--- src/rtl/core/psia_pkg.sv ---
`timescale 1ns / 1ps
package psia_pkg;

    localparam int REQ_W         = 2;
    localparam int SLOT_W        = 6;
    localparam int ID_W          = 31;
    localparam int DEF_NUM_SLOTS = 64;

    localparam logic [ID_W-1:0] ID_MAX = {ID_W{1'b1}};

    typedef enum logic [REQ_W-1:0] {
        REQ_ALLOC   = 2'd0,
        REQ_COMMIT  = 2'd1,
        REQ_RELEASE = 2'd2,
        REQ_NOP     = 2'd3
    } t_req;

    // controller to datapath
    typedef struct packed {
        logic start;
        logic run;
        logic push;
    } t_cmd;

    // datapath to controller
    typedef struct packed {
        logic req_alloc;
        logic alloc_done;
        logic out_free;
    } t_stat;

    // counter advance, wraps past the positive maximum to 1, and 0 goes to 1
    function automatic logic [ID_W-1:0] next_id(input logic [ID_W-1:0] v);
        logic [ID_W-1:0] r;
        if (v == ID_MAX) begin
            r = {{(ID_W-1){1'b0}}, 1'b1};
        end else begin
            r = v + {{(ID_W-1){1'b0}}, 1'b1};
        end
        return r;
    endfunction

endpackage

--- src/rtl/core/psia_ctrl.sv ---
`timescale 1ns / 1ps
module psia_ctrl import psia_pkg::*; (
    input  logic  i_clk,
    input  logic  i_rst_n,
    input  logic  i_in_valid,
    input  t_stat i_stat,
    output t_cmd  o_cmd,
    output logic  o_in_stall
);

    typedef enum logic [1:0] {
        S_IDLE,
        S_SCAN,
        S_FINISH
    } t_state;

    t_state r_state;
    logic   r_in_stall;

    always_comb begin
        o_cmd = '0;
        unique case (r_state)
            S_IDLE:   o_cmd.start = i_in_valid;
            S_SCAN:   o_cmd.run   = 1'b1;
            S_FINISH: o_cmd.push  = i_stat.out_free;
            default:  o_cmd       = '0;
        endcase
    end

    always_ff @(posedge i_clk) begin
        if (!i_rst_n) begin
            r_state    <= S_IDLE;
            r_in_stall <= 1'b0;
        end else begin
            unique case (r_state)
                S_IDLE: begin
                    if (i_in_valid) begin
                        r_in_stall <= 1'b1;
                        r_state    <= i_stat.req_alloc ? S_SCAN : S_FINISH;
                    end
                end
                S_SCAN: begin
                    if (i_stat.alloc_done) begin
                        r_state <= S_FINISH;
                    end
                end
                S_FINISH: begin
                    if (i_stat.out_free) begin
                        r_in_stall <= 1'b0;
                        r_state    <= S_IDLE;
                    end
                end
                default: begin
                    r_state    <= S_IDLE;
                    r_in_stall <= 1'b0;
                end
            endcase
        end
    end

    assign o_in_stall = r_in_stall;

endmodule

--- src/rtl/core/psia_dp.sv ---
`timescale 1ns / 1ps
module psia_dp import psia_pkg::*; #(
    parameter int NUM_SLOTS = DEF_NUM_SLOTS
) (
    input  logic              i_clk,
    input  logic              i_rst_n,
    input  t_cmd              i_cmd,
    output t_stat             o_stat,
    input  logic [REQ_W-1:0]  i_req_type,
    input  logic [SLOT_W-1:0] i_slot_index,
    input  logic              i_out_stall,
    output logic              o_out_valid,
    output logic              o_status,
    output logic [SLOT_W-1:0] o_granted_slot,
    output logic [ID_W-1:0]   o_granted_id
);

    localparam int AW = $clog2(NUM_SLOTS);
    localparam int KW = $clog2(NUM_SLOTS + 1);
    localparam int TW = $clog2(NUM_SLOTS + 2);
    localparam int IW = (AW > SLOT_W) ? AW : SLOT_W;

    logic [ID_W-1:0]      r_mem [NUM_SLOTS];
    logic [NUM_SLOTS-1:0] r_valid;
    logic [ID_W-1:0]      r_last_id;
    t_req                 r_req;
    logic [SLOT_W-1:0]    r_idx;

    // identifier clash scan
    logic [KW-1:0]        r_k;
    logic                 r_rd_vld;
    logic [ID_W-1:0]      r_rd_data;
    logic                 r_rd_hit;
    logic [TW-1:0]        r_tries;
    logic                 r_clash_done;

    // free slot search
    logic [KW-1:0]        r_f;
    logic                 r_free_found;
    logic [AW-1:0]        r_free_slot;

    logic                 r_out_valid;
    logic                 r_out_status;
    logic [SLOT_W-1:0]    r_out_slot;
    logic [ID_W-1:0]      r_out_id;

    t_req                 in_req;
    logic [IW-1:0]        idx_w;
    logic                 in_range;
    logic [AW-1:0]        wr_addr;
    logic                 issue;
    logic                 clash;
    logic                 free_run;
    logic                 free_done;
    logic                 out_free;

    assign in_req   = t_req'(i_req_type);
    assign idx_w    = IW'(i_slot_index);
    assign in_range = {1'b0, idx_w} < (IW + 1)'(NUM_SLOTS);
    assign wr_addr  = idx_w[AW-1:0];

    assign issue     = r_k < KW'(NUM_SLOTS);
    assign clash     = r_rd_vld && r_rd_hit && (r_rd_data == r_last_id);
    assign free_run  = i_cmd.run && !r_free_found && (r_f < KW'(NUM_SLOTS));
    assign free_done = r_free_found || (r_f == KW'(NUM_SLOTS));
    assign out_free  = !r_out_valid || !i_out_stall;

    always_comb begin
        o_stat.req_alloc  = (in_req == REQ_ALLOC);
        o_stat.alloc_done = r_clash_done && free_done;
        o_stat.out_free   = out_free;
    end

    always_ff @(posedge i_clk) begin
        if (!i_rst_n) begin
            r_last_id    <= '0;
            r_valid      <= '0;
            r_k          <= '0;
            r_rd_vld     <= 1'b0;
            r_tries      <= '0;
            r_clash_done <= 1'b0;
            r_f          <= '0;
            r_free_found <= 1'b0;
            r_out_valid  <= 1'b0;
        end else begin
            if (i_cmd.start) begin
                case (in_req)
                    REQ_ALLOC: begin
                        r_last_id    <= next_id(r_last_id);
                        r_k          <= '0;
                        r_rd_vld     <= 1'b0;
                        r_tries      <= '0;
                        r_clash_done <= 1'b0;
                        r_f          <= KW'(1);
                        r_free_found <= 1'b0;
                    end
                    REQ_COMMIT: begin
                        if (in_range) begin
                            r_valid[wr_addr] <= 1'b1;
                        end
                    end
                    REQ_RELEASE: begin
                        if (in_range) begin
                            r_valid[wr_addr] <= 1'b0;
                        end
                    end
                    default: ;
                endcase
            end

            if (i_cmd.run && !r_clash_done) begin
                r_rd_vld <= issue;
                if (issue) begin
                    r_k <= r_k + KW'(1);
                end
                if (clash) begin
                    r_last_id <= next_id(r_last_id);
                    r_tries   <= r_tries + TW'(1);
                    if (r_tries == TW'(NUM_SLOTS)) begin
                        r_clash_done <= 1'b1;
                    end else begin
                        // restart the pass with the new candidate
                        r_k      <= '0;
                        r_rd_vld <= 1'b0;
                    end
                end else if (!issue && !r_rd_vld) begin
                    r_clash_done <= 1'b1;
                end
            end

            if (free_run) begin
                if (!r_valid[r_f[AW-1:0]]) begin
                    r_free_found <= 1'b1;
                end else begin
                    r_f <= r_f + KW'(1);
                end
            end

            if (i_cmd.push) begin
                r_out_valid <= 1'b1;
            end else if (!i_out_stall) begin
                r_out_valid <= 1'b0;
            end
        end
    end

    always_ff @(posedge i_clk) begin
        if (i_cmd.start) begin
            r_req <= in_req;
            r_idx <= i_slot_index;
            if (in_req == REQ_COMMIT && in_range) begin
                r_mem[wr_addr] <= r_last_id;
            end
        end
        if (i_cmd.run && issue) begin
            r_rd_data <= r_mem[r_k[AW-1:0]];
            r_rd_hit  <= r_valid[r_k[AW-1:0]];
        end
        if (free_run) begin
            r_free_slot <= r_f[AW-1:0];
        end
        if (i_cmd.push) begin
            r_out_id <= r_last_id;
            if (r_req == REQ_ALLOC) begin
                r_out_status <= !r_free_found;
                r_out_slot   <= r_free_found ? SLOT_W'(r_free_slot) : '0;
            end else begin
                r_out_status <= 1'b0;
                r_out_slot   <= r_idx;
            end
        end
    end

    assign o_out_valid    = r_out_valid;
    assign o_status       = r_out_status;
    assign o_granted_slot = r_out_slot;
    assign o_granted_id   = r_out_id;

endmodule

--- src/rtl/core/process_slot_and_id_allocator.sv ---
// commit, release and no-op: S_FINISH registers the result once the output is free
// allocate: each identifier clash met restarts the scan of the identifier memory;
//   the scan reads one entry per cycle, alongside the free slot search
// one request in flight; the next is taken once the result sits in the output register
// reset (sync, active low) clears the counter and all slot valid marks at once;
//   slot identifiers are undefined until committed and need no clearing pass
`timescale 1ns / 1ps
module process_slot_and_id_allocator import psia_pkg::*; #(
    parameter int NUM_SLOTS = DEF_NUM_SLOTS
) (
    input  logic              i_clk,
    input  logic              i_rst_n,
    input  logic              i_in_valid,
    output logic              o_in_stall,
    input  logic [REQ_W-1:0]  i_req_type,
    input  logic [SLOT_W-1:0] i_slot_index,
    output logic              o_out_valid,
    input  logic              i_out_stall,
    output logic              o_status,
    output logic [SLOT_W-1:0] o_granted_slot,
    output logic [ID_W-1:0]   o_granted_id
);

    t_cmd  w_cmd;
    t_stat w_stat;

    psia_ctrl u_ctrl (
        .i_clk      (i_clk),
        .i_rst_n    (i_rst_n),
        .i_in_valid (i_in_valid),
        .i_stat     (w_stat),
        .o_cmd      (w_cmd),
        .o_in_stall (o_in_stall)
    );

    psia_dp #(
        .NUM_SLOTS (NUM_SLOTS)
    ) u_dp (
        .i_clk          (i_clk),
        .i_rst_n        (i_rst_n),
        .i_cmd          (w_cmd),
        .o_stat         (w_stat),
        .i_req_type     (i_req_type),
        .i_slot_index   (i_slot_index),
        .i_out_stall    (i_out_stall),
        .o_out_valid    (o_out_valid),
        .o_status       (o_status),
        .o_granted_slot (o_granted_slot),
        .o_granted_id   (o_granted_id)
    );

`ifndef SYNTHESIS
    // block is busy right after taking a transaction
    a_busy_after_accept: assert property (@(posedge i_clk) disable iff (!i_rst_n)
        i_in_valid && !o_in_stall |=> o_in_stall)
        else $error("input not stalled after accepted transaction");

    // result only loaded when the output register can take it
    a_push_room: assert property (@(posedge i_clk) disable iff (!i_rst_n)
        w_cmd.push |-> w_stat.out_free)
        else $error("result pushed over a waiting result");

    // failed allocate reports slot zero
    a_fail_slot: assert property (@(posedge i_clk) disable iff (!i_rst_n)
        o_out_valid && o_status |-> o_granted_slot == '0)
        else $error("no-free-slot status with nonzero slot");
`endif

endmodule
--- config.mk ---
export PLATFORM = sky130hd
export DESIGN_NAME = process_slot_and_id_allocator
export DESIGN_NICKNAME = d
export VERILOG_FILES = /design/src/rtl/core/psia_pkg.sv /design/src/rtl/core/psia_ctrl.sv /design/src/rtl/core/psia_dp.sv /design/src/rtl/core/process_slot_and_id_allocator.sv
export SDC_FILE = /design/constraint.sdc
export NUM_CORES = 2
export LEC_CHECK = 0
export BUFFER_PORTS_ARGS = -buffer_cell sky130_fd_sc_hd__buf_2
export CORE_MARGIN = 2
export CORE_UTILIZATION = 35
export DETAILED_ROUTE_END_ITERATION = 12
export PLACE_DENSITY = 0.48
export RECOVER_POWER = 25
export SLEW_MARGIN = 20
export SYNTH_ARGS = -nofsm -noshare
export SYNTH_HDL_FRONTEND = slang
export SYNTH_SLANG_ARGS = --single-unit
--- constraint.sdc ---
create_clock -name i_clk -period 4.8 [get_ports i_clk]
set_clock_uncertainty 0.05 [all_clocks]
set_input_delay 1.2 -clock i_clk [delete_from_list [all_inputs] [get_ports i_clk]]
set_output_delay 1.2 -clock i_clk [all_outputs]
set_load 0.01 [all_outputs]
==> qor.txt <==
Max-slew headroom - -35.2%
crit-path cells - clkbuf_2, and4_1, and2_1, nand3_1, nor4_1, o221ai_1, xnor2_1, and2_1
DRC violation total after the first TritonRoute iteration - 4475
mux cell area share after synthesis - 14.4%
most common flop cell mapped by yosys - edfxtp_1
Skew-Pair Late Insertion Delay - 0.87 ns
IO Port Bufs - 51
total overflow reported by the global router - 0
CTS resizes - 0
Worst VDD drop - 0.363 mV
RSZ-0062 raised after global routing - false
worst hold slack - 0.431 ns
# H-tree levels - 4
top cell type's share of synthesized area - 72.3%
clock sinks - 2191
Switching Power - 7.77 mW
Hold Path Class - reg -> reg
CP endpoint kind - register
sequential share of power - 53.4%
adder-cell area share of the yosys netlist - 0.116%
Core Footprint - 0.244 mm2
pwr/cell area - 393 mW/mm2
Die H - 500 um
I/O pin cnt - 52
Nets - 4865
largest family of logic cells by synthesized area - multiplexers
largest net degree at the start of global routing - 98
clk root buf - clkbuf_16
Combinational Power Share - 1.8%
failing checks - max-capacitance violations, max-slew violations
most frequent cells in the layout - edfxtp_1 (2068), mux2i_1 (369), mux4_2 (325)
Crit Path Class - reg -> reg
most used cell, CP - and2_1
Final Power - 38.8 mW
Slowest cell on crit path - clkbuf_2
Post-CTS Hold Buffers - 0
Area Overhead vs Synth - 14.9%
post-synthesis compound-gate area fraction - 5.69%
Yosys top cell by area - edfxtp_1
via count - 44300
post-route cell area - 0.0987 mm2
Post-DP HPWL - 136 mm
CP Launch Type - register
Hold Vio Cnt, Final - 0
leakage - 25.7 nW
Post-Place Cells - 7818
Final setup viols - 0
crit-path max FO - 70
Yosys cell types - 56
area post-placement - 0.0915 mm2
Data required, critical path - 5.48 ns
Syn. warnings - 0
Detailed Route WL - 239 mm
first-pass GRT wire length - 338 mm
syn nets - 4662
Row Count - 181
All-Layer GR Usage - 18.9%
DRC Markers - 0
FF-to-FF Start - u_dp.r_last_id[17]$_SDFF_PN0_
final worst path period need - 4.03 ns
Post-synth EDFFs - 2068
Slew Viols, Final - 980
Crit. Startpoint - u_dp.r_last_id[17]$_SDFF_PN0_
Max stage delay on crit path - 1.40 ns
mapped cell area - 0.0859 mm2
Clk pin slew, worst setup/hold paths - 0.06 ns
Post-synth ARST share - 0%
Worst-Margin Slew - 2.03 ns
Highest Clock Rate - 0.248 GHz
status - finished with violations
initial antenna violation count - 17
DRT Pass-1 Iters - 5
width of the chip - 500 um
die footprint - 0.250 mm2
CP delay by family, top - simple AND/OR/NAND/NOR gates
Setup Buffers After CTS - 0
Avg WL per Cell - 29.0 um
clk buf depth - 3
Synth Area in Simple Gates - 2.51%
internal power component - 31.0 mW
max_cap viols - 14
Post-Synthesis Cells - 4642
Clk network pwr share - 44.8%
Buf/Inv on CP - 1
number of buffers created by CTS - 226
leading cell type in the layout, fill and taps excluded - edfxtp_1
Final period util - 83.9%
vias in the first global route - 44100
DR vias/cell - 5.37
synthesized flop and latch total - 2191
worst hold start - u_dp.r_f[6]$_SDFF_PN0_
XOR/XNOR Fraction of Synth Area - 0.601%
syn_area_per_cell - 18.5 um2
Initial Util - 35.3%
Worst Path Arrival - 4.71 ns
Seq/Total Area, Yosys - 75.1%
RePlAce Congestion - 0.804
final std cells w/o fill - 8252
Final TNS setup - 0 ns
switch share - 20.0%
layout cell share with drive strength beyond 1 - 21.5%
Routed Antenna Nets - 0
CTS tree - built
synth top area cells - edfxtp_1 (72%), mux4_2 (8.5%), mux2i_1 (4.3%)
## routing by layer
layer	vias to the layer above	global-route usage [%]	share of wire (%)
met5	-	0	0.0054
met4	2	5.16	2.4
met3	290	2.60	5.0
met2	1175	30.2	47
met1	23400	27.2	46
li1	19400	-	-
## layout make-up
cell class | instances | area, um2
repair buffers | 264 | 2240
clock inverters | 132 | 1290
well taps | 3202 | 4010
flip-flops and latches | 2191 | 64600
inverters | 10 | 37.5
diodes | 13 | 32.5
fillers | 21700 | 145000
multi-input cells | 2152 | 20600
clock buffers | 288 | 5970
## synthesized netlist by cell type, types with 95 or more instances
master and count:
edfxtp_1 2068, mux2i_1 369, mux4_2 325, a21oi_1 322, nand2_1 175, o21ai_0 174
clkbuf_1 146, o22ai_1 124, dfxtp_1 123, o221ai_1 123, mux2_2 122, nor2_1 122
buf_2 95
## registers in the layout, summed over array words and instances (netlist names), named ones only
| signal | count |
|---|---|
| u_dp.r_last_id | 31 |
| u_dp.r_rd_data | 31 |
| u_dp.o_granted_slot | 6 |
| u_dp.r_free_slot | 6 |
| u_dp.r_rd_hit | 1 |
| u_dp.r_mem | 1984 |
| u_dp.r_free_found | 1 |
| u_dp.r_rd_vld | 1 |
| u_dp.r_req | 2 |
| u_ctrl.o_in_stall | 1 |
| u_dp.r_tries | 7 |
| u_dp.o_out_valid | 1 |
| u_dp.o_status | 1 |
| u_ctrl.r_state | 2 |
| u_dp.r_clash_done | 1 |
| u_dp.r_idx | 6 |
| u_dp.r_f | 7 |
| u_dp.o_granted_id | 31 |
| u_dp.r_k | 7 |
## through the flow
step           setup slack (ns)  util, %
6_report                  0.774     40.5
3_5_place_dp              0.967     37.6
3_3_place_gp              0.953     37.6
2_1_floorplan             0.611        -
5_1_grt                   0.485     40.5
4_1_cts                    1.28     40.5
## final timing paths
kind | endpoint | slack [ns] | cells past startpoint
setup / recovery | u_dp.r_last_id[12]$_SDFF_PN0_ | 0.77 | 8
hold / removal | u_dp.r_f[6]$_SDFF_PN0_ | 0.43 | 2
setup reg to reg | u_dp.r_last_id[12]$_SDFF_PN0_ | 0.77 | 8
hold reg to reg | u_dp.r_f[6]$_SDFF_PN0_ | 0.43 | 2
## cell families after synthesis
kind of cell,count (synthesis)
flip-flops,2191
multiplexers,816
AO/OA/AOI/OAI,811
AND/OR/NAND/NOR,458
buffers and inverters,299
XOR/XNOR,59
adder cells (fa/ha/maj),8
## worst reg2reg max path, cell delays in order (launching register included)
cell	delay, ns
dfxtp_1	0.35
clkbuf_2	1.40
and4_1	0.39
and2_1	0.20
nand3_1	0.12
nor4_1	0.60
o221ai_1	0.26
xnor2_1	0.23
and2_1	0.29
## power groups by stage
stage	Sequential, mW	Combinational, mW	Clock [mW]
CTS	20.7	0.721	17.8
global placement	21.1	0.717	0
global route	20.7	0.759	18.5
detailed placement	21.1	0.721	0
finish	20.7	0.710	17.4
floorplan	21.1	0.470	0
Power figures use the tool's default switching activity.
